File: src/rtl/lcsm_pkg.sv
`timescale 1ns / 1ps
// ----------------------------------------------------------------------------
// lcsm_pkg
// Types and constants shared by the leg contact state machine modules.
// ----------------------------------------------------------------------------
package lcsm_pkg;

  // Configuration port.
  localparam int unsigned CfgAddrW = 3;
  localparam logic [CfgAddrW-1:0] ADDR_EARLY_TD = 3'd0;
  localparam logic [15:0] EARLY_TD_RESET = 16'd49152;  // 0.75 in Q0.16

  typedef enum logic [2:0] {
    ST_STANCE_NORMAL = 3'd0,
    ST_SLIPPING      = 3'd1,
    ST_LOST          = 3'd2,
    ST_EXPECTING     = 3'd3,
    ST_LATE_LIFTOFF  = 3'd4,
    ST_EARLY_TD      = 3'd5,
    ST_BUMPED        = 3'd6,
    ST_SWING_NORMAL  = 3'd7
  } limb_state_e;

  typedef enum logic [1:0] {
    SG_SUPPORT   = 2'd0,
    SG_INVARIANT = 2'd1,
    SG_RECOVERY  = 2'd2,
    SG_MOTION    = 2'd3
  } limb_strategy_e;

  // Per-leg control state.
  typedef struct packed {
    limb_state_e    mode;
    limb_strategy_e strategy;
    logic           touched_down;
    logic           lifted_off;
    logic           losing;
  } leg_ctrl_t;

  typedef struct packed {
    logic [1:0]         leg_index;
    logic               should_be_grounded;
    logic               is_grounded;
    logic               is_slipping;
    logic [15:0]        swing_phase;
    logic signed [31:0] foot_x;
    logic signed [31:0] foot_y;
    logic signed [31:0] foot_z;
  } in_item_t;

  typedef struct packed {
    logic [1:0]         out_leg;
    logic [2:0]         limb_state;
    logic [1:0]         limb_strategy;
    logic               losing_contact;
    logic signed [31:0] last_contact_x;
    logic signed [31:0] last_contact_y;
    logic signed [31:0] last_contact_z;
    logic signed [31:0] lost_contact_x;
    logic signed [31:0] lost_contact_y;
    logic signed [31:0] lost_contact_z;
  } out_item_t;

endpackage

File: src/rtl/lcsm_decide.sv
`timescale 1ns / 1ps
// ----------------------------------------------------------------------------
// lcsm_decide
// Contact decision tree: next control state of one leg from its schedule and sensing.
// ----------------------------------------------------------------------------
module lcsm_decide (
  input  lcsm_pkg::leg_ctrl_t cur_i,
  input  logic                want_i,
  input  logic                grounded_i,
  input  logic                slipping_i,
  input  logic [15:0]         phase_i,
  input  logic [15:0]         early_td_i,
  output lcsm_pkg::leg_ctrl_t nxt_o,
  output logic                grab_o,
  output logic                capture_lost_o
);

  lcsm_pkg::leg_ctrl_t nxt;

  always_comb begin
    nxt    = cur_i;
    grab_o = 1'b0;
    if (want_i) begin
      if (grounded_i) begin
        if (slipping_i) begin
          nxt.mode     = lcsm_pkg::ST_SLIPPING;
          nxt.strategy = lcsm_pkg::SG_INVARIANT;
        end else begin
          nxt.mode     = lcsm_pkg::ST_STANCE_NORMAL;
          nxt.strategy = lcsm_pkg::SG_SUPPORT;
          grab_o       = 1'b1;
        end
        nxt.touched_down = 1'b1;
        nxt.lifted_off   = 1'b0;
      end else if (cur_i.touched_down) begin
        // Contact vanished during stance: an ongoing recovery is kept.
        nxt.mode = lcsm_pkg::ST_LOST;
        if (cur_i.strategy != lcsm_pkg::SG_RECOVERY) begin
          nxt.strategy = lcsm_pkg::SG_INVARIANT;
        end
        grab_o = 1'b1;
      end else begin
        nxt.mode     = lcsm_pkg::ST_EXPECTING;
        nxt.strategy = lcsm_pkg::SG_RECOVERY;
      end
    end else begin
      if (grounded_i) begin
        if (!cur_i.lifted_off) begin
          nxt.mode     = lcsm_pkg::ST_LATE_LIFTOFF;
          nxt.strategy = lcsm_pkg::SG_MOTION;
        end else if (phase_i > early_td_i) begin
          nxt.mode         = lcsm_pkg::ST_EARLY_TD;
          nxt.strategy     = lcsm_pkg::SG_SUPPORT;
          nxt.touched_down = 1'b1;
          grab_o           = 1'b1;
        end else begin
          nxt.mode     = lcsm_pkg::ST_BUMPED;
          nxt.strategy = lcsm_pkg::SG_MOTION;
        end
      end else if (cur_i.mode == lcsm_pkg::ST_EARLY_TD || cur_i.mode == lcsm_pkg::ST_LOST) begin
        nxt.mode     = lcsm_pkg::ST_LOST;
        nxt.strategy = lcsm_pkg::SG_RECOVERY;
      end else begin
        nxt.mode         = lcsm_pkg::ST_SWING_NORMAL;
        nxt.strategy     = lcsm_pkg::SG_MOTION;
        nxt.lifted_off   = 1'b1;
        nxt.touched_down = 1'b0;
      end
    end
    nxt.losing = (nxt.mode == lcsm_pkg::ST_LOST);
  end

  // The lost position is taken only on the update where the flag rises.
  assign capture_lost_o = nxt.losing && !cur_i.losing;
  assign nxt_o          = nxt;

endmodule

File: src/rtl/lcsm_leg_store.sv
`timescale 1ns / 1ps
// ----------------------------------------------------------------------------
// lcsm_leg_store
// Per-leg state registers with one read and one write port at the same leg.
// ----------------------------------------------------------------------------
module lcsm_leg_store #(
  parameter int NUM_LEGS  = 4,
  parameter int POS_WIDTH = 32,
  localparam int LegIdxW  = (NUM_LEGS > 1) ? $clog2(NUM_LEGS) : 1
) (
  input  logic                        clk_i,
  input  logic                        rst_ni,
  input  logic [LegIdxW-1:0]          idx_i,
  output lcsm_pkg::leg_ctrl_t         ctrl_o,
  output logic signed [POS_WIDTH-1:0] contact_o [3],
  output logic signed [POS_WIDTH-1:0] lost_o [3],
  input  logic                        we_i,
  input  lcsm_pkg::leg_ctrl_t         ctrl_i,
  input  logic signed [POS_WIDTH-1:0] contact_i [3],
  input  logic signed [POS_WIDTH-1:0] lost_i [3]
);

  lcsm_pkg::leg_ctrl_t         ctrl_q    [NUM_LEGS];
  logic signed [POS_WIDTH-1:0] contact_q [NUM_LEGS][3];
  logic signed [POS_WIDTH-1:0] lost_q    [NUM_LEGS][3];

  always_ff @(posedge clk_i or negedge rst_ni) begin
    if (!rst_ni) begin
      for (int l = 0; l < NUM_LEGS; l++) begin
        ctrl_q[l].mode         <= lcsm_pkg::ST_SWING_NORMAL;
        ctrl_q[l].strategy     <= lcsm_pkg::SG_MOTION;
        ctrl_q[l].touched_down <= 1'b0;
        ctrl_q[l].lifted_off   <= 1'b0;
        ctrl_q[l].losing       <= 1'b0;
        for (int a = 0; a < 3; a++) begin
          contact_q[l][a] <= '0;
          lost_q[l][a]    <= '0;
        end
      end
    end else if (we_i) begin
      ctrl_q[idx_i] <= ctrl_i;
      for (int a = 0; a < 3; a++) begin
        contact_q[idx_i][a] <= contact_i[a];
        lost_q[idx_i][a]    <= lost_i[a];
      end
    end
  end

  always_comb begin
    ctrl_o = ctrl_q[idx_i];
    for (int a = 0; a < 3; a++) begin
      contact_o[a] = contact_q[idx_i][a];
      lost_o[a]    = lost_q[idx_i][a];
    end
  end

endmodule

File: src/rtl/leg_contact_state_machine_top.sv
`timescale 1ns / 1ps
// ----------------------------------------------------------------------------
// leg_contact_state_machine_top
// Per-leg contact state machine with an APB-style threshold register.
// ----------------------------------------------------------------------------
// Each item for a leg below NUM_LEGS updates that leg and yields exactly one
// result carrying that leg's new limb state, strategy, losing-contact flag
// and its last and lost contact positions; an item whose leg index is not
// below NUM_LEGS is consumed silently. The block takes one item every clock
// cycle while the output side is not stalled. An accepted item first lands
// in the input register; once the result register can take the result, the
// decision tree reads that leg's state, writes the updated state back and
// loads the result register, where the result is valid on the output until
// the output side takes it. The per-leg state registers are read, modified
// and written back in the same update, which also means that back-to-back
// items for the same leg see each other's updates. The result register
// decouples the two sides: a new item is taken while a finished result
// still waits. The early-touchdown threshold lives at byte address 0 of the
// configuration port and should be written only while the block is idle.
// ----------------------------------------------------------------------------
module leg_contact_state_machine_top #(
  parameter int NUM_LEGS  = 4,
  parameter int POS_WIDTH = 32
) (
  input  logic                                 clk_i,
  input  logic                                 rst_ni,
  // Item input.
  input  logic                                 in_valid_i,
  output logic                                 in_ready_o,
  input  lcsm_pkg::in_item_t                   in_data_i,
  // Result output.
  output logic                                 out_valid_o,
  input  logic                                 out_ready_i,
  output lcsm_pkg::out_item_t                  out_data_o,
  // Configuration port.
  input  logic                                 psel,
  input  logic                                 penable,
  input  logic                                 pwrite,
  input  logic [lcsm_pkg::CfgAddrW-1:0]        paddr,
  input  logic [31:0]                          pwdata,
  output logic [31:0]                          prdata,
  output logic                                 pready
);

  localparam int LegIdxW = (NUM_LEGS > 1) ? $clog2(NUM_LEGS) : 1;

  // Early-touchdown threshold register.
  logic [15:0] early_td_q;

  always_ff @(posedge clk_i or negedge rst_ni) begin
    if (!rst_ni) begin
      early_td_q <= lcsm_pkg::EARLY_TD_RESET;
    end else if (psel && penable && pwrite && paddr == lcsm_pkg::ADDR_EARLY_TD) begin
      early_td_q <= pwdata[15:0];
    end
  end

  assign pready = 1'b1;
  assign prdata = (paddr == lcsm_pkg::ADDR_EARLY_TD) ? {16'd0, early_td_q} : 32'd0;

  // Input register. It advances whenever the result register can take the
  // result, or straight away for an item that produces none.
  logic               in_valid_q;
  lcsm_pkg::in_item_t in_q;
  logic               leg_ok;
  logic               advance;
  logic               out_valid_q;

  assign leg_ok     = 32'(in_q.leg_index) < 32'(NUM_LEGS);
  assign advance    = in_valid_q && (!leg_ok || !out_valid_q || out_ready_i);
  assign in_ready_o = !in_valid_q || advance;

  always_ff @(posedge clk_i or negedge rst_ni) begin
    if (!rst_ni) begin
      in_valid_q <= 1'b0;
    end else if (in_ready_o) begin
      in_valid_q <= in_valid_i;
    end
  end

  always_ff @(posedge clk_i) begin
    if (in_ready_o && in_valid_i) begin
      in_q <= in_data_i;
    end
  end

  // State lookup and decision for the leg held in the input register.
  logic [LegIdxW-1:0]          leg_sel;
  lcsm_pkg::leg_ctrl_t         cur_ctrl;
  lcsm_pkg::leg_ctrl_t         nxt_ctrl;
  logic                        grab;
  logic                        capture_lost;
  logic signed [POS_WIDTH-1:0] cur_contact [3];
  logic signed [POS_WIDTH-1:0] cur_lost    [3];
  logic signed [POS_WIDTH-1:0] foot_pos    [3];
  logic signed [POS_WIDTH-1:0] new_contact [3];
  logic signed [POS_WIDTH-1:0] new_lost    [3];

  assign leg_sel = LegIdxW'(in_q.leg_index);

  // Positions are held at POS_WIDTH bits: sign-extended or truncated on entry.
  assign foot_pos[0] = POS_WIDTH'($signed(in_q.foot_x));
  assign foot_pos[1] = POS_WIDTH'($signed(in_q.foot_y));
  assign foot_pos[2] = POS_WIDTH'($signed(in_q.foot_z));

  lcsm_leg_store #(
    .NUM_LEGS  (NUM_LEGS),
    .POS_WIDTH (POS_WIDTH)
  ) u_store (
    .clk_i     (clk_i),
    .rst_ni    (rst_ni),
    .idx_i     (leg_sel),
    .ctrl_o    (cur_ctrl),
    .contact_o (cur_contact),
    .lost_o    (cur_lost),
    .we_i      (advance && leg_ok),
    .ctrl_i    (nxt_ctrl),
    .contact_i (new_contact),
    .lost_i    (new_lost)
  );

  lcsm_decide u_decide (
    .cur_i          (cur_ctrl),
    .want_i         (in_q.should_be_grounded),
    .grounded_i     (in_q.is_grounded),
    .slipping_i     (in_q.is_slipping),
    .phase_i        (in_q.swing_phase),
    .early_td_i     (early_td_q),
    .nxt_o          (nxt_ctrl),
    .grab_o         (grab),
    .capture_lost_o (capture_lost)
  );

  always_comb begin
    for (int a = 0; a < 3; a++) begin
      new_contact[a] = grab ? foot_pos[a] : cur_contact[a];
      new_lost[a]    = capture_lost ? foot_pos[a] : cur_lost[a];
    end
  end

  // Result register.
  lcsm_pkg::out_item_t out_q;
  lcsm_pkg::out_item_t out_d;

  always_comb begin
    out_d.out_leg        = in_q.leg_index;
    out_d.limb_state     = nxt_ctrl.mode;
    out_d.limb_strategy  = nxt_ctrl.strategy;
    out_d.losing_contact = nxt_ctrl.losing;
    out_d.last_contact_x = 32'($signed(new_contact[0]));
    out_d.last_contact_y = 32'($signed(new_contact[1]));
    out_d.last_contact_z = 32'($signed(new_contact[2]));
    out_d.lost_contact_x = 32'($signed(new_lost[0]));
    out_d.lost_contact_y = 32'($signed(new_lost[1]));
    out_d.lost_contact_z = 32'($signed(new_lost[2]));
  end

  always_ff @(posedge clk_i or negedge rst_ni) begin
    if (!rst_ni) begin
      out_valid_q <= 1'b0;
    end else if (advance && leg_ok) begin
      out_valid_q <= 1'b1;
    end else if (out_ready_i) begin
      out_valid_q <= 1'b0;
    end
  end

  always_ff @(posedge clk_i) begin
    if (advance && leg_ok) begin
      out_q <= out_d;
    end
  end

  assign out_valid_o = out_valid_q;
  assign out_data_o  = out_q;

endmodule

File: config.mk
export PLATFORM = sky130hd
export DESIGN_NAME = leg_contact_state_machine_top
export DESIGN_NICKNAME = d
export VERILOG_FILES = /design/src/rtl/lcsm_pkg.sv /design/src/rtl/lcsm_decide.sv /design/src/rtl/lcsm_leg_store.sv /design/src/rtl/leg_contact_state_machine_top.sv
export SDC_FILE = /design/constraint.sdc
export NUM_CORES = 2
export LEC_CHECK = 0
export ABC_AREA = 1
export CAP_MARGIN = 20
export CORE_AREA = 2 2 319 321
export CTS_CLUSTER_DIAMETER = 60
export DETAILED_ROUTE_END_ITERATION = 7
export DIE_AREA = 0 0 321 323
export DONT_BUFFER_PORTS = 1
export GPL_ROUTABILITY_DRIVEN = 0
export PLACE_DENSITY_LB_ADDON = 0.1
export SLEW_MARGIN = 5
export SYNTH_ARGS = -nofsm -noshare
export SYNTH_HDL_FRONTEND = slang
export SYNTH_SLANG_ARGS = --single-unit
File: constraint.sdc
create_clock -name clk_i -period 7.3 [get_ports clk_i]
set_clock_uncertainty 0.1 [all_clocks]
set_input_delay 1.825 -clock clk_i [delete_from_list [all_inputs] [get_ports clk_i]]
set_output_delay 1.825 -clock clk_i [all_outputs]
set_load 0.005 [all_outputs]
==> results.toml <==
[status]
status = "completed"

[worst_setup_path]
max_stage_delay_ns = 0.86
timing.reg2reg.setup_slack_ns = 2.47
arrival_ns = 5.35
r2r_start = "leg_sel[1]$_DFFE_PP_"
setup.worst_path.start = "leg_sel[1]$_DFFE_PP_"
cpLargestDelayFamily = "buffers and inverters"
slowest_stage = "buf_4"
cpMostUsedCell = "buf_4"
critPathBufInv = 6
critPathMaxFanout = 94
crit_path_cell_trace = "nor2_4, buf_4, inv_2, buf_4, nor2_4, buf_4, buf_4, nand3_1, o21ai_0, inv_1"
critical_path_class = "flip-flop to flip-flop"
required_ns = 7.82
r2r-end = "u_store.contact_q[291]$_DFFE_PN0P_"
crit_path_end_kind = "flip-flop"
cp.depth = 10
endpoint = "u_store.contact_q[291]$_DFFE_PN0P_"
rr_worst_depth = 10
worst_setup_path_start_kind = "flip-flop"

[job]
maxCapViolations = 0

[logic_synthesis]
yosysTopAreaCell = "dfrtp_1"
synth_edf_count = 317
synth.area.top_cells = "dfrtp_1 41%, edfxtp_1 19%, nand2_1 8.4%, o21ai_0 5.8%, nand3_1 5.5%"
yosysSeqAreaShare_pct = 61.4
yosys_warnings = 0
syn-instance-count = 5108
syn_area_mm2 = 0.0489
synth-async-reset-ratio_pct = 72.1
ys_seq_elements = 1135
yosysUniqueCellTypes = 33
yosysTopAreaCellShare_pct = 40.7
synth-main-ff-cell = "dfrtp_1"
syn_area_per_cell_um2 = 9.57

[global_route]
first_global_vias = 35300
gr-total-overflow = 0
grt_antenna_before_repair = 14
grt_usage_pct = 27.4
grt_pass1_wl_um = 217000
grt_max_degree = 819

[pwr]
power.leakage_nw = 24.8
p_comb_share_pct = 23.1
p_sw_mw = 7.28
power.share.clock_pct = 29.4
internal_power_mw = 14.8
p_seq_share_pct = 47.5
swShare_pct = 32.9
p_per_area_mw_per_mm2 = 408
ir_worst_vdd_mv = 0.217

[detailed_routing]
vias = 36500
drt_iter0_markers = 3198
routedWlPerCell_um = 22.4
drtAntennaViolNets = 0
wl_um = 143000
drc = 0
viasPerCell = 5.72
drtPass1Iterations = 6

[clock_network]
clkSinkCount = 1135
numCtsBuffers = 132
clkTransAtPathRegs_ns = 0.06
clk_latency_ns = 0.75
clock_path_buffers = 3
htreeDepth = 4
post_cts_buffers = 0
cts_tree = "built"
hold_buffers = 0
cts_root_buf = "clkbuf_16"
ctsResizeCount = 0

[layout]
drive_gt1_share_pct = 7.14
stdcell_count = 6388
fillers = 9114
area_delta_synth_final_pct = 10.8
nNetsFinal = 5136

[min_path]
hp-class = "flip-flop to flip-flop"

[floorplan]
ios = 394
die_h_um = 323
rows = 117
initial_core_util_pct = 48.6
core_mm2 = 0.101
die-area_mm2 = 0.104
die_w_um = 321

[sta]
final-hold-violation-count = 0
relSlewSlack_pct = 9.41
finalCritPeriodShare_pct = 66.2
finalHoldWorstSlack_ns = 0.371
fmax_mhz = 207
tns_ns = 0
finalMaxSlewViolations = 0
min_period_ns = 4.83
max_slew.worst_pin.slew_ns = 1.36
finalSetupViolCount = 0
rsz0062_at_grt = "false"

[place]
dpl.cell_count = 6131
detailed_place_hpwl_um = 79300
io_buffers = 0
routing by layer:
| layer | vias up | part of all wire [%] | GRT usage, % |
|---|---|---|---|
| met5 | - | 0.081 | 0 |
| met3 | 276 | 6.8 | 5.45 |
| met1 | 17900 | 42 | 35.6 |
| li1 | 17000 | - | - |
| met4 | 16 | 4.6 | 13.4 |
| met2 | 1307 | 47 | 44.3 |
cells by family after synthesis:
logic type,Yosys count,synth area share (%)
simple gates,1952,17.9
flops,1135,61.4
compound gates,1027,12.6
buf+inv,976,7.71
fa+ha+maj,16,0.409
other cells,2,0.0154
layout by cell type (no fill, tap or decap), types with 25 or more instances in the layout:
cell,count
o21ai_1,53
a221oi_1,64
clkinv_2,25
o221ai_1,32
nor2_1,25
and2_1,65
nand2_1,1091
buf_4,43
or2_2,64
dfrtp_1,796
edfxtp_1,317
inv_1,614
o22ai_1,65
clkbuf_1,32
nand3_1,532
clkbuf_16,136
a22oi_1,227
o21ai_0,571
nand4_1,161
cell usage after synthesis (2+ instances only):
| cell | n |
|---|---|
| a21o_1 | 2 |
| a21oi_1 | 9 |
| a221oi_1 | 64 |
| a22oi_1 | 227 |
| and2_1 | 65 |
| buf_1 | 21 |
| buf_2 | 36 |
| buf_4 | 17 |
| clkbuf_1 | 275 |
| clkinv_1 | 2 |
| conb_1 | 2 |
| dfrtp_1 | 796 |
| dfstp_2 | 22 |
| edfxtp_1 | 317 |
| ha_1 | 16 |
| inv_1 | 618 |
| inv_2 | 7 |
| nand2_1 | 1094 |
| nand3_1 | 534 |
| nand4_1 | 161 |
| nor2_1 | 30 |
| nor2_2 | 2 |
| o21ai_0 | 571 |
| o21ai_1 | 53 |
| o221ai_1 | 32 |
| o22ai_1 | 65 |
| or2_2 | 64 |
flip-flops by register name, summed over array words and instances, names as in the netlist:
signal,count
u_store.contact_q,384
early_td_q,16
out_data_o,200
out_valid_o,1
foot_pos,96
leg_sel,2
u_store.ctrl_q,32
in_q,19
in_valid_q,1
u_store.lost_q,384
through the flow:
stage	setup WS, ns	instance area, um^2	total power, mW	util (%)
floorplan	0.744	49000	14.0	-
global placement	2.52	49700	15.4	49.4
detailed placement	2.51	49700	15.6	49.4
CTS	2.47	54000	22.1	53.6
global route	2.18	54100	23.6	53.8
finish	2.47	54200	22.1	53.8
how the worst min path moves through the flow:
stage	start	endpoint	slack, ns	depth (start not counted)
final	u_store.ctrl_q[19]$_DFFE_PN1P_	u_store.ctrl_q[19]$_DFFE_PN1P_	0.37	2
after CTS	u_store.ctrl_q[19]$_DFFE_PN1P_	u_store.ctrl_q[19]$_DFFE_PN1P_	0.37	2
after global placement	u_store.ctrl_q[19]$_DFFE_PN1P_	u_store.ctrl_q[19]$_DFFE_PN1P_	0.36	2
after floorplan	leg_sel[0]$_DFFE_PP_	out_data_o[198]$_DFFE_PP_	0.32	0
after global routing	u_store.ctrl_q[19]$_DFFE_PN1P_	u_store.ctrl_q[19]$_DFFE_PN1P_	0.39	2
after detailed placement	u_store.ctrl_q[19]$_DFFE_PN1P_	u_store.ctrl_q[19]$_DFFE_PN1P_	0.36	2
layout make-up:
type	instances	area (um^2)	share of cell area, %
Antenna cell	8	20.0	0.0370
Multi-Input combinational cell	3012	15300	28.2
Clock inverter	62	566	1.04
Tap cell	1309	1640	3.02
Clock buffer	182	3720	6.86
Sequential cell	1135	30000	55.4
Timing Repair Buffer	53	548	1.01
Inverter	627	2390	4.42
worst min-delay path, stage by stage (launching register included):
cell and delay, ns:
dfstp_2 0.36, nand2_1 0.05, nand2_1 0.05
power groups by stage:
stage	Combinational, mW	Sequential (mW)	Clock (mW)
final	5.11	10.5	6.50
after global routing	5.91	10.8	6.89
after CTS	5.03	10.5	6.62
after global placement	4.89	10.5	0
after floorplan	3.83	10.2	0
after detailed placement	5.01	10.6	0
Power figures use the tool's default switching activity.
